==> src/rtl/core/adcv_pkg.sv <==
`timescale 1ns / 1ps
`default_nettype none
// ============================================================================
// adcv_pkg: breakpoint table and shared types
// Holds the fixed code/voltage breakpoint table of the converter curve and
// the payload types that travel between the pipeline stages.
// ============================================================================
package adcv_pkg;

    localparam int NUM_POINTS = 25;
    localparam int X_W        = 12;
    localparam int CODE_W     = 13;
    localparam int VOLT_W     = 6;
    localparam int OUT_W      = 14;
    localparam int OUT_MAX    = 16383;
    localparam int SEG_DW     = $clog2(NUM_POINTS + 1);
    localparam int SEG_IW     = $clog2(NUM_POINTS);
    localparam int PROD_W     = X_W + VOLT_W;

    localparam logic [CODE_W-1:0] BP_CODE [NUM_POINTS] = '{
        13'h0000, 13'h0468, 13'h04C0, 13'h050A, 13'h055A, 13'h05A8, 13'h05FC,
        13'h0643, 13'h0690, 13'h06E0, 13'h0730, 13'h0782, 13'h07CA, 13'h081F,
        13'h0868, 13'h08B3, 13'h0902, 13'h094F, 13'h099F, 13'h09E5, 13'h0A39,
        13'h0A7C, 13'h0AD0, 13'h0B1F, 13'h1000
    };

    localparam logic [VOLT_W-1:0] BP_VOLT [NUM_POINTS] = '{
        6'd0,  6'd9,  6'd10, 6'd11, 6'd12, 6'd13, 6'd14, 6'd15, 6'd16,
        6'd17, 6'd18, 6'd19, 6'd20, 6'd21, 6'd22, 6'd23, 6'd24, 6'd25,
        6'd26, 6'd27, 6'd28, 6'd29, 6'd30, 6'd31, 6'd48
    };

    typedef struct packed {
        logic              special;
        logic [VOLT_W-1:0] spec_v;
        logic [VOLT_W-1:0] lo_v;
    } side_t;

    typedef struct packed {
        side_t             side;
        logic [VOLT_W-1:0] dv;
        logic [CODE_W-1:0] den;
        logic [X_W-1:0]    dx;
    } seg_t;

endpackage
`default_nettype wire

==> src/rtl/core/adcv_seg_find.sv <==
`timescale 1ns / 1ps
`default_nettype none
// ============================================================================
// adcv_seg_find: segment search
// Three stages: compare the code against every breakpoint, encode the
// segment index, then fetch the segment ends and form the offsets.
// ============================================================================
module adcv_seg_find
(
    input  wire logic                   clk,
    input  wire logic                   rst_n,
    input  wire logic                   adv,
    input  wire logic                   valid_in,
    input  wire logic [adcv_pkg::X_W-1:0] code_in,
    output logic                        valid_out,
    output adcv_pkg::seg_t              seg_out
);
    import adcv_pkg::*;

    logic [2:0]            valid_reg;
    logic [X_W-1:0]        x1_reg;
    logic [NUM_POINTS-1:0] gt1_reg;
    logic [NUM_POINTS-1:0] gt1_next;
    logic [X_W-1:0]        x2_reg;
    logic [SEG_DW-1:0]     d2_reg;
    logic [SEG_DW-1:0]     d2_next;
    logic                  found;
    seg_t                  seg3_reg;
    seg_t                  seg3_next;
    logic [SEG_IW-1:0]     lo_idx;
    logic [SEG_IW-1:0]     hi_idx;
    logic [CODE_W-1:0]     lo_a;
    logic [CODE_W-1:0]     hi_a;
    logic [VOLT_W-1:0]     lo_v;
    logic [VOLT_W-1:0]     hi_v;
    logic [CODE_W-1:0]     dx_full;

    always_comb
    begin
        for (int i = 0; i < NUM_POINTS; i++)
        begin
            gt1_next[i] = {1'b0, code_in} > BP_CODE[i];
        end
    end

    always_comb
    begin
        d2_next = SEG_DW'(NUM_POINTS);
        found   = 1'b0;
        for (int i = 0; i < NUM_POINTS; i++)
        begin
            if (!found && !gt1_reg[i])
            begin
                d2_next = SEG_DW'(i);
                found   = 1'b1;
            end
        end
    end

    always_comb
    begin
        lo_idx    = SEG_IW'(d2_reg - SEG_DW'(1));
        hi_idx    = SEG_IW'(d2_reg);
        lo_a      = '0;
        hi_a      = '0;
        lo_v      = '0;
        hi_v      = '0;
        dx_full   = '0;
        seg3_next = '0;
        seg3_next.den = CODE_W'(1);
        priority if (d2_reg == '0)
        begin
            seg3_next.side.special = 1'b1;
            seg3_next.side.spec_v  = BP_VOLT[0];
        end
        else if (d2_reg == SEG_DW'(NUM_POINTS))
        begin
            seg3_next.side.special = 1'b1;
            seg3_next.side.spec_v  = BP_VOLT[NUM_POINTS-1];
        end
        else
        begin
            lo_a = BP_CODE[lo_idx];
            hi_a = BP_CODE[hi_idx];
            lo_v = BP_VOLT[lo_idx];
            hi_v = BP_VOLT[hi_idx];
            if (hi_a <= lo_a || hi_v < lo_v)
            begin
                seg3_next.side.special = 1'b1;
                seg3_next.side.spec_v  = hi_v;
            end
            else
            begin
                dx_full             = {1'b0, x2_reg} - lo_a;
                seg3_next.side.lo_v = lo_v;
                seg3_next.dv        = hi_v - lo_v;
                seg3_next.den       = hi_a - lo_a;
                seg3_next.dx        = dx_full[X_W-1:0];
            end
        end
    end

    always_ff @(posedge clk or negedge rst_n)
    begin
        if (!rst_n)
        begin
            valid_reg <= '0;
        end
        else if (adv)
        begin
            valid_reg <= {valid_reg[1:0], valid_in};
        end
    end

    always_ff @(posedge clk)
    begin
        if (adv)
        begin
            x1_reg   <= code_in;
            gt1_reg  <= gt1_next;
            x2_reg   <= x1_reg;
            d2_reg   <= d2_next;
            seg3_reg <= seg3_next;
        end
    end

    assign valid_out = valid_reg[2];
    assign seg_out   = seg3_reg;

endmodule
`default_nettype wire

==> src/rtl/core/adcv_div_stage.sv <==
`timescale 1ns / 1ps
`default_nettype none
// ============================================================================
// adcv_div_stage: one restoring division step
// Brings down the next numerator bit, subtracts the segment width where it
// fits and shifts one quotient bit in.
// ============================================================================
module adcv_div_stage
#(
    parameter int QW = 14
)
(
    input  wire logic                        clk,
    input  wire logic                        rst_n,
    input  wire logic                        adv,
    input  wire logic                        valid_in,
    input  wire adcv_pkg::side_t             side_in,
    input  wire logic [adcv_pkg::CODE_W-1:0] den_in,
    input  wire logic [adcv_pkg::CODE_W-1:0] rem_in,
    input  wire logic [QW-1:0]               nlo_in,
    input  wire logic [QW-1:0]               q_in,
    output logic                             valid_out,
    output adcv_pkg::side_t                  side_out,
    output logic [adcv_pkg::CODE_W-1:0]      den_out,
    output logic [adcv_pkg::CODE_W-1:0]      rem_out,
    output logic [QW-1:0]                    nlo_out,
    output logic [QW-1:0]                    q_out
);
    import adcv_pkg::*;

    logic                valid_reg;
    side_t               side_reg;
    logic [CODE_W-1:0]   den_reg;
    logic [CODE_W-1:0]   rem_reg;
    logic [CODE_W-1:0]   rem_next;
    logic [QW-1:0]       nlo_reg;
    logic [QW-1:0]       q_reg;
    logic [CODE_W:0]     trial;
    logic [CODE_W:0]     diff;
    logic                fits;

    always_comb
    begin
        trial    = {rem_in, nlo_in[QW-1]};
        fits     = trial >= {1'b0, den_in};
        diff     = trial - {1'b0, den_in};
        rem_next = fits ? diff[CODE_W-1:0] : trial[CODE_W-1:0];
    end

    always_ff @(posedge clk or negedge rst_n)
    begin
        if (!rst_n)
        begin
            valid_reg <= 1'b0;
        end
        else if (adv)
        begin
            valid_reg <= valid_in;
        end
    end

    always_ff @(posedge clk)
    begin
        if (adv)
        begin
            side_reg <= side_in;
            den_reg  <= den_in;
            rem_reg  <= rem_next;
            nlo_reg  <= {nlo_in[QW-2:0], 1'b0};
            q_reg    <= {q_in[QW-2:0], fits};
        end
    end

    assign valid_out = valid_reg;
    assign side_out  = side_reg;
    assign den_out   = den_reg;
    assign rem_out   = rem_reg;
    assign nlo_out   = nlo_reg;
    assign q_out     = q_reg;

endmodule
`default_nettype wire

==> src/rtl/core/adc_code_to_voltage_interp.sv <==
`timescale 1ns / 1ps
`default_nettype none
// ============================================================================
// adc_code_to_voltage_interp: ADC code to voltage by linear interpolation
// Finds the breakpoint segment of a 12-bit code and interpolates the voltage
// between its ends, giving volts with FRAC_BITS fraction bits, truncated.
//
//   Channel   Handshake            Payload
//   input     in_valid/in_ready    adc_code  [11:0]
//   output    out_valid/out_ready  volts_q8  [13:0]
//
// One beat enters per cycle while in_ready is high; the pipeline is three
// search stages, one multiply stage, one divider stage per quotient bit
// (FRAC_BITS + 6) and the output register.
// Reset clears only the stage valid bits.
// A stall at the output freezes every stage together; in_ready is low only
// while the output beat is held.
// ============================================================================
module adc_code_to_voltage_interp
#(
    parameter int FRAC_BITS = 8
)
(
    input  wire logic                         clk,
    input  wire logic                         rst_n,
    input  wire logic                         in_valid,
    output logic                              in_ready,
    input  wire logic [adcv_pkg::X_W-1:0]     adc_code,
    output logic                              out_valid,
    input  wire logic                         out_ready,
    output logic [adcv_pkg::OUT_W-1:0]        volts_q8
);
    import adcv_pkg::*;

    localparam int QW = VOLT_W + FRAC_BITS;
    localparam int NW = PROD_W + FRAC_BITS;
    localparam int RW = QW + 1;

    logic              adv;
    logic              s_valid;
    seg_t              s_seg;
    logic              m_valid_reg;
    side_t             m_side_reg;
    logic [CODE_W-1:0] m_den_reg;
    logic [PROD_W-1:0] m_prod_reg;
    logic [PROD_W-1:0] m_prod_next;
    logic [NW-1:0]     m_num;

    logic              d_valid [QW+1];
    side_t             d_side  [QW+1];
    logic [CODE_W-1:0] d_den   [QW+1];
    logic [CODE_W-1:0] d_rem   [QW+1];
    logic [QW-1:0]     d_nlo   [QW+1];
    logic [QW-1:0]     d_q     [QW+1];

    logic              out_valid_reg;
    logic [OUT_W-1:0]  volts_reg;
    logic [OUT_W-1:0]  volts_next;
    logic [RW-1:0]     res;

    assign adv      = !out_valid_reg || out_ready;
    assign in_ready = adv;

    adcv_seg_find u_seg_find
    (
        .clk       (clk),
        .rst_n     (rst_n),
        .adv       (adv),
        .valid_in  (in_valid),
        .code_in   (adc_code),
        .valid_out (s_valid),
        .seg_out   (s_seg)
    );

    assign m_prod_next = PROD_W'(s_seg.dx) * PROD_W'(s_seg.dv);

    always_ff @(posedge clk or negedge rst_n)
    begin
        if (!rst_n)
        begin
            m_valid_reg <= 1'b0;
        end
        else if (adv)
        begin
            m_valid_reg <= s_valid;
        end
    end

    always_ff @(posedge clk)
    begin
        if (adv)
        begin
            m_side_reg <= s_seg.side;
            m_den_reg  <= s_seg.den;
            m_prod_reg <= m_prod_next;
        end
    end

    assign m_num    = NW'(m_prod_reg) << FRAC_BITS;
    assign d_valid[0] = m_valid_reg;
    assign d_side[0]  = m_side_reg;
    assign d_den[0]   = m_den_reg;
    assign d_rem[0]   = CODE_W'(m_num[NW-1:QW]);
    assign d_nlo[0]   = m_num[QW-1:0];
    assign d_q[0]     = '0;

    for (genvar k = 0; k < QW; k++)
    begin : g_div
        adcv_div_stage #(.QW(QW)) u_div_stage
        (
            .clk       (clk),
            .rst_n     (rst_n),
            .adv       (adv),
            .valid_in  (d_valid[k]),
            .side_in   (d_side[k]),
            .den_in    (d_den[k]),
            .rem_in    (d_rem[k]),
            .nlo_in    (d_nlo[k]),
            .q_in      (d_q[k]),
            .valid_out (d_valid[k+1]),
            .side_out  (d_side[k+1]),
            .den_out   (d_den[k+1]),
            .rem_out   (d_rem[k+1]),
            .nlo_out   (d_nlo[k+1]),
            .q_out     (d_q[k+1])
        );
    end

    always_comb
    begin
        if (d_side[QW].special)
        begin
            res = RW'(d_side[QW].spec_v) << FRAC_BITS;
        end
        else
        begin
            res = (RW'(d_side[QW].lo_v) << FRAC_BITS) + RW'(d_q[QW]);
        end
        if (32'(res) > 32'(OUT_MAX))
        begin
            volts_next = OUT_W'(OUT_MAX);
        end
        else
        begin
            volts_next = OUT_W'(res);
        end
    end

    always_ff @(posedge clk or negedge rst_n)
    begin
        if (!rst_n)
        begin
            out_valid_reg <= 1'b0;
        end
        else if (adv)
        begin
            out_valid_reg <= d_valid[QW];
        end
    end

    always_ff @(posedge clk)
    begin
        if (adv)
        begin
            volts_reg <= volts_next;
        end
    end

    assign out_valid = out_valid_reg;
    assign volts_q8  = volts_reg;

    a_stall_only_when_held: assert property (@(posedge clk) disable iff (!rst_n)
        !in_ready |-> (out_valid_reg && !out_ready))
        else $error("pipeline stalled without a held output beat");

    a_den_nonzero: assert property (@(posedge clk) disable iff (!rst_n)
        (m_valid_reg && !m_side_reg.special) |-> (m_den_reg != '0))
        else $error("zero segment width reached the divider");

    a_rem_below_den: assert property (@(posedge clk) disable iff (!rst_n)
        (d_valid[QW] && !d_side[QW].special) |-> (d_rem[QW] < d_den[QW]))
        else $error("division remainder not below segment width");

    a_hold_on_stall: assert property (@(posedge clk) disable iff (!rst_n)
        (d_valid[QW] && !adv) |=> d_valid[QW])
        else $error("divider beat dropped during stall");

endmodule
`default_nettype wire

==> config.mk <==
export PLATFORM = sky130hd
export DESIGN_NAME = adc_code_to_voltage_interp
export DESIGN_NICKNAME = d
export VERILOG_FILES = /design/src/rtl/core/adcv_pkg.sv /design/src/rtl/core/adcv_seg_find.sv /design/src/rtl/core/adcv_div_stage.sv /design/src/rtl/core/adc_code_to_voltage_interp.sv
export SDC_FILE = /design/constraint.sdc
export NUM_CORES = 1
export LEC_CHECK = 0
export BUFFER_PORTS_ARGS = -buffer_cell sky130_fd_sc_hd__buf_2
export CAP_MARGIN = 10
export CORE_UTILIZATION = 59
export CTS_CLUSTER_SIZE = 10
export DETAILED_ROUTE_END_ITERATION = 6
export PLACE_DENSITY = 0.78
export SKIP_LAST_GASP = 1
export SLEW_MARGIN = 20
export SYNTH_ARGS = -nofsm -noshare
export SYNTH_HDL_FRONTEND = slang
export SYNTH_HIERARCHICAL = 1
export SYNTH_SLANG_ARGS = --single-unit
==> constraint.sdc <==
create_clock -name clk -period 31.8 [get_ports clk]
set_input_delay 3.18 -clock clk [delete_from_list [all_inputs] [get_ports clk]]
set_output_delay 3.18 -clock clk [all_outputs]
set_load 0.01 [all_outputs]
==> flow_metrics.env, run 1 <==
export IMPL_outcome="finished clean"
export IMPL_tritoncts="yes"
export IMPL_cts_root_buffer="clkbuf_16"
export IMPL_worst_endpoint_required_ps=28620
export IMPL_start_util_pct=59.7
export IMPL_maxClockFrequency_mhz=139
export IMPL_max_clock_path_buffers=3
export IMPL_crit_path_end_kind="output pin"
export IMPL_grt_first_pass_wirelength_um=133000
export IMPL_worstSetupStartpointType="input port"
export IMPL_numCtsBuffers=101
export IMPL_drt_first_pass_iters=7
export IMPL_mostFrequentLayoutCell="edfxtp_1"
export IMPL_design_portCount=32
export IMPL_hold_path_class="register to register"
export IMPL_grt_pass1_vias=26300
export IMPL_worst_skew_pair_late_latency_ps=680
export IMPL_setup_total_negative_slack_ps=0
export IMPL_synth_area_mm2=0.0444
export IMPL_synth_yosys_warnings=6
export IMPL_worstPathMaxFanout=31
export IMPL_min_period_ps=7200
export IMPL_num_vias=25600
export IMPL_largest_net_degree_at_the_start_of_global_routing=213
export IMPL_grt_antenna_before_repair=0
export IMPL_max_slew_worst_pin_slew_ps=1180
export IMPL_crit_path_top_delay_cell="nand2b_4"
export IMPL_fraction_of_final_layout_cells_with_drive_strength_greater_than_1_pct=12.1
export IMPL_timing_final_setup_violations=0
export IMPL_number_of_gates_given_a_new_drive_strength_after_cts=0
export IMPL_drcViolationCount=0
export IMPL_flip_flop_count_of_the_largest_register_after_layout=182
export IMPL_viasPerCell=5.86
export IMPL_wire_per_inst_um=18.6
export IMPL_die_height_um=276
export IMPL_htreeDepth=3
export IMPL_synth_cells=3267
export IMPL_cts_setup_buffers=0
export IMPL_path_clk_slew_ps=50
export IMPL_drv_max_cap_violation_count=0
export IMPL_synthesized_area_divided_by_synthesized_cell_count_um2=13.6
export IMPL_final_seq_area_mm2=0.0266
export IMPL_final_period_utilization_pct=22.6
export IMPL_layout_nets=3689
export IMPL_number_of_antenna_diodes=0
export IMPL_final_antenna_violating_net_count=0
export IMPL_synthToLayoutAreaGrowth_pct=8.79
export IMPL_worst_slew_margin_rel_pct=21.2
export IMPL_setup_worst_path_class="input port to output pin"
export IMPL_num_rows=100
export IMPL_grt_remaining_overflow=0
export IMPL_worstPathArrival_ps=4020
export IMPL_layout_cells_most_common_list="edfxtp_1 (871), inv_1 (296), ha_1 (254), nor2_1 (202), a21oi_1 (175)"
export IMPL_design_core_area_mm2=0.0744
export IMPL_setup_repair_after_global_routing_missed_its_margin="no"
export IMPL_timing_critical_path_cells="buf_2, nand2b_4, buf_2"
export IMPL_skew_ps=76.2
export IMPL_number_of_fill_cells=5204
export IMPL_cts_sink_count=890
export IMPL_critPathMaxStageDelay_ps=470
export IMPL_number_of_hold_buffers_added_after_cts=0
export IMPL_report_final_slew_viol_count=0
export IMPL_port_buffer_count=31
export IMPL_worst_path_most_repeated_cell="buf_2"
export IMPL_place_congestion=0.890
export IMPL_multi_input_area_mm2=0.0162
export IMPL_finalHoldViolCount=0
export IMPL_routed_wirelength_um=81300
export IMPL_grt_util_all_layers_pct=21.4
export IMPL_die_area_mm2=0.0764
export IMPL_hpwl_um=56400
export IMPL_die_x_um=276
export IMPL_drtIter0Drc=1831
## metrics by stage
step | cells | hold WS (ps) | area (um^2) | setup WS (ps) | utilization [%]
2_1_floorplan | 3276 | 400 | 44500 | 4220 | -
3_3_place_gp | 4225 | 400 | 45500 | 24170 | 61.1
3_5_place_dp | 4225 | 405 | 45500 | 24150 | 61.1
4_1_cts | 4361 | 358 | 48300 | 24150 | 64.9
5_1_grt | 4362 | 369 | 48300 | 24560 | 64.9
6_report | 4362 | 359 | 48300 | 24600 | 64.9
## layer usage
layer  up-vias  track usage (%)  wire, um
met5         -                0         0
met4         0             7.99      2460
met3       165             3.08      3240
met2       629             39.1     42700
met1     12600             25.4     32900
li1      12200                -         -
## critical path, delay by kind of cell
kind / cells / cell delay (ps)
buf+inv: 2 / 320
simple gates: 1 / 470
## layout make-up
| class | count | area share (%) |
|---|---|---|
| clock buffers | 120 | 5.38 |
| clock inverters | 16 | 0.528 |
| inverters | 297 | 2.31 |
| multi-input cells | 2027 | 33.6 |
| flip-flops and latches | 890 | 55.1 |
| well taps | 969 | 2.51 |
| repair buffers | 43 | 0.600 |
## worst paths after layout
kind | startpoint | end | slack [ps] | cells after the start
max | out_ready | in_ready | 24600 | 3
min | g_div[1].u_div_stage/nlo_out[5]$_DFFE_PP_ | g_div[2].u_div_stage/nlo_out[6]$_DFFE_PP_ | 360 | 0
max reg2reg | u_seg_find/d2_reg[0]$_SDFFCE_PN0P_ | u_seg_find/seg_out[24]$_SDFFCE_PP0P_ | 25760 | 16
min reg2reg | g_div[1].u_div_stage/nlo_out[5]$_DFFE_PP_ | g_div[2].u_div_stage/nlo_out[6]$_DFFE_PP_ | 360 | 0
max in group asynchronous | rst_n | g_div[6].u_div_stage/valid_out$_DFFE_PN0P_ | 29090 | 1
min in group asynchronous | rst_n | g_div[7].u_div_stage/valid_out$_DFFE_PN0P_ | 2420 | 1
Power of run 1 is not shown: default switching activity piles up to over one toggle a cycle in this logic, so the estimate is an artifact.
==> run 2: changes to the inputs <==
--- a/config.mk
+++ b/config.mk
@@ -7,10 +7,10 @@
 export LEC_CHECK = 0
 export BUFFER_PORTS_ARGS = -buffer_cell sky130_fd_sc_hd__buf_2
 export CAP_MARGIN = 10
-export CORE_UTILIZATION = 59
+export CORE_UTILIZATION = 65
 export CTS_CLUSTER_SIZE = 10
 export DETAILED_ROUTE_END_ITERATION = 6
-export PLACE_DENSITY = 0.78
+export PLACE_DENSITY = 0.81
 export SKIP_LAST_GASP = 1
 export SLEW_MARGIN = 20
 export SYNTH_ARGS = -nofsm -noshare
==> constraint.sdc (replaced) <==
create_clock -name clk -period 6.7 [get_ports clk]
set_input_delay 0.67 -clock clk [delete_from_list [all_inputs] [get_ports clk]]
set_output_delay 0.67 -clock clk [all_outputs]
set_load 0.01 [all_outputs]
==> run 2 against run 1 <==
Net effect: cell count shrank 1.8%; core utilization rose by 6.8 points; sequential share of layout area hardly changed; routed wire length up 2.8%; register-to-register slack worse by 24000 ps; first-iteration DRC count rose by 4.0%; global-route usage grew 3.0 points; design area is essentially flat; clock skew decreased by 28 ps; hold slack worse by 100 ps; critical path depth increased by 15; die area down 9.2%; critical path type is now register to register; critical endpoint is now u_seg_find/seg_out[28]$_SDFFCE_PP0P_; largest cell class unchanged.
==> flow_metrics.env, run 2 (synthesis results as in run 1) <==
export IMPL_max_clock_path_buffers=3
export IMPL_grt_pass1_vias=26700
export IMPL_num_rows=95
export IMPL_layout_cells_most_common_list="edfxtp_1 (871), inv_1 (296), ha_1 (254), nor2_1 (202), a21oi_1 (175)"
export IMPL_number_of_gates_given_a_new_drive_strength_after_cts=0
export IMPL_grt_remaining_overflow=0
export IMPL_crit_path_end_kind="register"
export IMPL_wire_per_inst_um=19.5
export IMPL_layout_nets=3696
export IMPL_min_period_ps=5160
export IMPL_routed_wirelength_um=83600
export IMPL_worst_skew_pair_late_latency_ps=670
export IMPL_max_slew_worst_pin_slew_ps=991
export IMPL_final_period_utilization_pct=77.0
export IMPL_setup_worst_path_class="register to register"
export IMPL_die_x_um=263
export IMPL_cts_setup_buffers=0
export IMPL_worstSetupStartpointType="register"
export IMPL_worstPathArrival_ps=5520
export IMPL_htreeDepth=3
export IMPL_numCtsBuffers=100
export IMPL_hold_path_class="input port to register"
export IMPL_report_final_slew_viol_count=0
export IMPL_drv_max_cap_violation_count=0
export IMPL_start_util_pct=65.9
export IMPL_drcViolationCount=0
export IMPL_viasPerCell=6.03
export IMPL_tritoncts="yes"
export IMPL_grt_antenna_before_repair=0
export IMPL_flip_flop_count_of_the_largest_register_after_layout=182
export IMPL_design_core_area_mm2=0.0674
export IMPL_drtIter0Drc=1904
export IMPL_grt_util_all_layers_pct=24.4
export IMPL_maxClockFrequency_mhz=194
export IMPL_outcome="finished clean"
export IMPL_die_area_mm2=0.0694
export IMPL_largest_net_degree_at_the_start_of_global_routing=121
export IMPL_grt_first_pass_wirelength_um=136000
export IMPL_mostFrequentLayoutCell="edfxtp_1"
export IMPL_synthToLayoutAreaGrowth_pct=8.82
export IMPL_port_buffer_count=31
export IMPL_timing_final_setup_violations=0
export IMPL_worstPathMaxFanout=29
export IMPL_worst_endpoint_required_ps=7060
export IMPL_finalHoldViolCount=0
export IMPL_fin_hold_ws_ps=254
export IMPL_drt_first_pass_iters=5
export IMPL_worst_slew_margin_rel_pct=33.9
export IMPL_cts_sink_count=890
export IMPL_skew_ps=48.6
export IMPL_die_height_um=263
export IMPL_fraction_of_final_layout_cells_with_drive_strength_greater_than_1_pct=12.2
export IMPL_design_portCount=32
export IMPL_cts_root_buffer="clkbuf_16"
export IMPL_path_clk_slew_ps=60
export IMPL_num_vias=25800
export IMPL_hpwl_um=57300
export IMPL_number_of_hold_buffers_added_after_cts=1
export IMPL_place_congestion=0.896
export IMPL_final_antenna_violating_net_count=0
export IMPL_setup_repair_after_global_routing_missed_its_margin="no"
## run 2: area by class of cell
type	instances	area, um^2
antenna	1	2.50
multi-input combinational	2027	16200
clock buffer	134	2640
timing repair buffer	51	378
sequential	890	26600
inverter	297	1110
tap	873	1090
fill	4199	19000
clock inverter	12	256
## run 2: worst max-delay path, stage by stage, from the launching register on
cell and delay, ps:
edfxtp_1 680, inv_1 130, ha_1 230, ha_1 630, inv_1 280, nor2_1 180, xnor2_1 130, a31oi_1 60
o22ai_1 320, inv_1 170, ha_1 340, nor2b_1 150, o31a_1 260, o21ai_1 200, a211oi_2 130, o211ai_1 260
a21o_1 420, buf_12 230, nor2_1 70
## run 2: path summary, 6_finish.rpt
| path | to | depth (start not counted) | slack [ps] | from |
|---|---|---|---|---|
| min reg2reg | g_div[6].u_div_stage/q_out[6]$_DFFE_PP_ | 0 | 380 | g_div[5].u_div_stage/q_out[5]$_DFFE_PP_ |
| max | u_seg_find/seg_out[28]$_SDFFCE_PP0P_ | 18 | 1540 | u_seg_find/d2_reg[1]$_SDFFCE_PN0P_ |
| min | u_seg_find/valid_reg[0]$_DFFE_PN0P_ | 2 | 250 | in_valid |
| min in group asynchronous | g_div[4].u_div_stage/valid_out$_DFFE_PN0P_ | 2 | 460 | rst_n |
| max reg2reg | u_seg_find/seg_out[28]$_SDFFCE_PP0P_ | 18 | 1540 | u_seg_find/d2_reg[1]$_SDFFCE_PN0P_ |
| max in group asynchronous | g_div[2].u_div_stage/valid_out$_DFFE_PN0P_ | 2 | 5940 | rst_n |
## run 2: layer usage
layer	vias to the layer above	global-route usage, %	wire length, um
met5	-	0	0
li1	12200	-	-
met2	708	43.2	42900
met3	185	3.53	3510
met4	0	9.15	2690
met1	12700	30.2	34500
## run 2: per-stage QoR
stage	cells	setup slack, ps	TNS [ps]	instance area, um^2	utilization [%]
after floorplan	3276	-1030	-601310	44500	-
after global placement	4136	1590	0	45400	67.4
after detailed placement	4136	1570	0	45400	67.4
after CTS	4283	1520	0	48300	71.7
after global routing	4284	1120	0	48400	71.7
final	4285	1540	0	48400	71.7
Power of run 2 is left out for the same reason.
==> run 3: changes to the inputs <==
==> constraint.sdc (replaced) <==
create_clock -name clk -period 5.11 [get_ports clk]
set_input_delay 0.511 -clock clk [delete_from_list [all_inputs] [get_ports clk]]
set_output_delay 0.511 -clock clk [all_outputs]
set_load 0.01 [all_outputs]
==> run 3 against run 2 <==
Net effect: non-clock buffer count up 7; flip-flop and latch count unchanged; sequential share of layout area up 0.064 points; highest routed layer is now met5.
==> flow_metrics.env, run 3 (synthesis results as in run 1) <==
export IMPL_flip_flop_count_of_the_largest_register_after_layout=182
export IMPL_grt_pass1_vias=27000
export IMPL_post_dp_cell_area_mm2=0.0455
export IMPL_setup_worst_path_class="register to register"
export IMPL_die_height_um=263
export IMPL_min_period_ps=4650
export IMPL_maxClockFrequency_mhz=215
export IMPL_drtIter0Drc=1898
export IMPL_largest_net_degree_at_the_start_of_global_routing=120
export IMPL_grt_remaining_overflow=0
export IMPL_layout_nets=3703
export IMPL_max_slew_worst_pin_slew_ps=746
export IMPL_synthToLayoutAreaGrowth_pct=8.69
export IMPL_numCtsBuffers=100
export IMPL_ff2ff_path_depth=17
export IMPL_num_vias=26000
export IMPL_worst_hold_path_num_cells=2
export IMPL_cts_setup_buffers=0
export IMPL_mostFrequentLayoutCell="edfxtp_1"
export IMPL_worst_slew_margin_rel_pct=49.8
export IMPL_grt_antenna_before_repair=1
export IMPL_placedCellCount=4144
export IMPL_hpwl_um=59200
export IMPL_timing_critical_path_cells="inv_1, ha_2, nor3b_2, xnor2_1, nor2_1, inv_1, nand2b_1, inv_1, fa_1, nor2b_4, o21a_2, o21ai_2, a2111oi_4, o211ai_1, a21o_1, buf_12, nand2b_1"
export IMPL_tritoncts="yes"
export IMPL_cts_sink_count=890
export IMPL_start_util_pct=65.9
export IMPL_drcViolationCount=0
export IMPL_final_antenna_violating_net_count=0
export IMPL_worstPathMaxFanout=30
export IMPL_final_std_cell_area_no_fill_mm2=0.0483
export IMPL_worst_skew_pair_late_latency_ps=680
export IMPL_outcome="finished clean"
export IMPL_report_final_slew_viol_count=0
export IMPL_max_clock_path_buffers=3
export IMPL_drt_first_pass_iters=5
export IMPL_routed_wirelength_um=88700
export IMPL_worst_path_most_repeated_cell="inv_1"
export IMPL_worstReg2RegEnd="u_seg_find/seg_out[12]$_SDFFCE_PP1P_"
export IMPL_skew_ps=64.9
export IMPL_crit_path_start="u_seg_find/d2_reg[0]$_SDFFCE_PN0P_"
export IMPL_port_buffer_count=31
export IMPL_finished_layout_cells=4281
export IMPL_r2r_setup_slack_ps=460
export IMPL_crit_reg2reg_launch="u_seg_find/d2_reg[0]$_SDFFCE_PN0P_"
export IMPL_design_core_area_mm2=0.0674
export IMPL_finalHoldViolCount=0
export IMPL_critPathMaxStageDelay_ps=510
export IMPL_crit_path_top_delay_cell="fa_1"
export IMPL_crit_path_end="u_seg_find/seg_out[12]$_SDFFCE_PP1P_"
export IMPL_grt_first_pass_wirelength_um=141000
export IMPL_viasPerCell=6.07
export IMPL_place_congestion=0.915
export IMPL_path_clk_slew_ps=60
export IMPL_htreeDepth=3
export IMPL_timing_final_setup_violations=0
export IMPL_cts_root_buffer="clkbuf_16"
export IMPL_worstPathArrival_ps=5020
export IMPL_crit_path_end_kind="register"
export IMPL_wire_per_inst_um=20.7
export IMPL_grt_util_all_layers_pct=25.8
export IMPL_number_of_antenna_diodes=0
export IMPL_worstSetupStartpointType="register"
export IMPL_worst_endpoint_required_ps=5480
export IMPL_num_rows=95
export IMPL_layout_cells_most_common_list="edfxtp_1 (871), inv_1 (296), ha_1 (253), nor2_1 (202), a21oi_1 (175)"
export IMPL_die_area_mm2=0.0694
export IMPL_fin_util_pct=71.7
export IMPL_drv_max_cap_violation_count=0
export IMPL_hold_path_class="input port to register"
export IMPL_die_x_um=263
export IMPL_setup_repair_after_global_routing_missed_its_margin="no"
export IMPL_design_portCount=32
export IMPL_fraction_of_final_layout_cells_with_drive_strength_greater_than_1_pct=12.3
export IMPL_final_period_utilization_pct=91.0
## run 3: cell count changes in the layout (fill, tap and decap cells not counted), sizes merged
cell | before | now
clkinv | 11 | 9
inv | 297 | 301
clkbuf | 134 | 123
buf | 50 | 57
diode | 1 | 0
bufinv | 1 | 0
## run 3: per-layer routing
layer / GRT usage (%) / share of wire [%]
met1: 30.7 / 40
met2: 47.7 / 53
met3: 3.49 / 3.8
met5: 0 / 0.012
met4: 8.88 / 2.8
## run 3: layout make-up
cell class	instances	area, um^2
Clock buffer	123	2590
Fill cell	4201	19100
Sequential cell	890	26600
Clock inverter	13	181
Tap cell	873	1090
Multi-Input combinational cell	2027	16200
Timing Repair Buffer	58	448
Inverter	297	1110
## run 3: through the flow
step | setup WS [ps] | setup TNS [ps] | hold slack, ps
after floorplan | -2460 | -1876170 | 215
after global placement | 602 | 0 | 400
after detailed placement | 549 | 0 | 405
after CTS | 377 | 0 | 61.4
after global routing | 128 | 0 | 76.3
final | 460 | 0 | 101
## run 3: repair_timing
action,CTS,global route
gates resized for setup,0,1
endpoints found under the hold margin,19,0
hold buffers,1,0
setup endpoints to repair,0,2
## run 3: critical path, delay by kind of cell (launching register included)
| family | cells | cell delay [ps] |
|---|---|---|
| and+or+nand+nor | 5 | 1170 |
| DFF | 1 | 380 |
| AOI/OAI and AO/OA | 5 | 980 |
| buffers and inverters | 4 | 680 |
| adders and majority gates | 2 | 880 |
| xor gates and xnor gates | 1 | 250 |
## run 3: how the worst min path moves through the flow
stage                                                          from                                          to  slack, ps
final                                                      in_valid         u_seg_find/valid_reg[0]$_DFFE_PN0P_        100
after global routing                                       in_valid         u_seg_find/valid_reg[0]$_DFFE_PN0P_         80
after CTS                                                  in_valid         u_seg_find/valid_reg[0]$_DFFE_PN0P_         60
after detailed placement       u_seg_find/seg_out[38]$_SDFFCE_PP0P_                       d_side[189]$_DFFE_PP_        400
after global placement    g_div[2].u_div_stage/nlo_out[5]$_DFFE_PP_   g_div[3].u_div_stage/nlo_out[6]$_DFFE_PP_        400
after floorplan                                               rst_n  g_div[0].u_div_stage/valid_out$_DFFE_PN0P_        220
Power of run 3 is left out for the same reason.
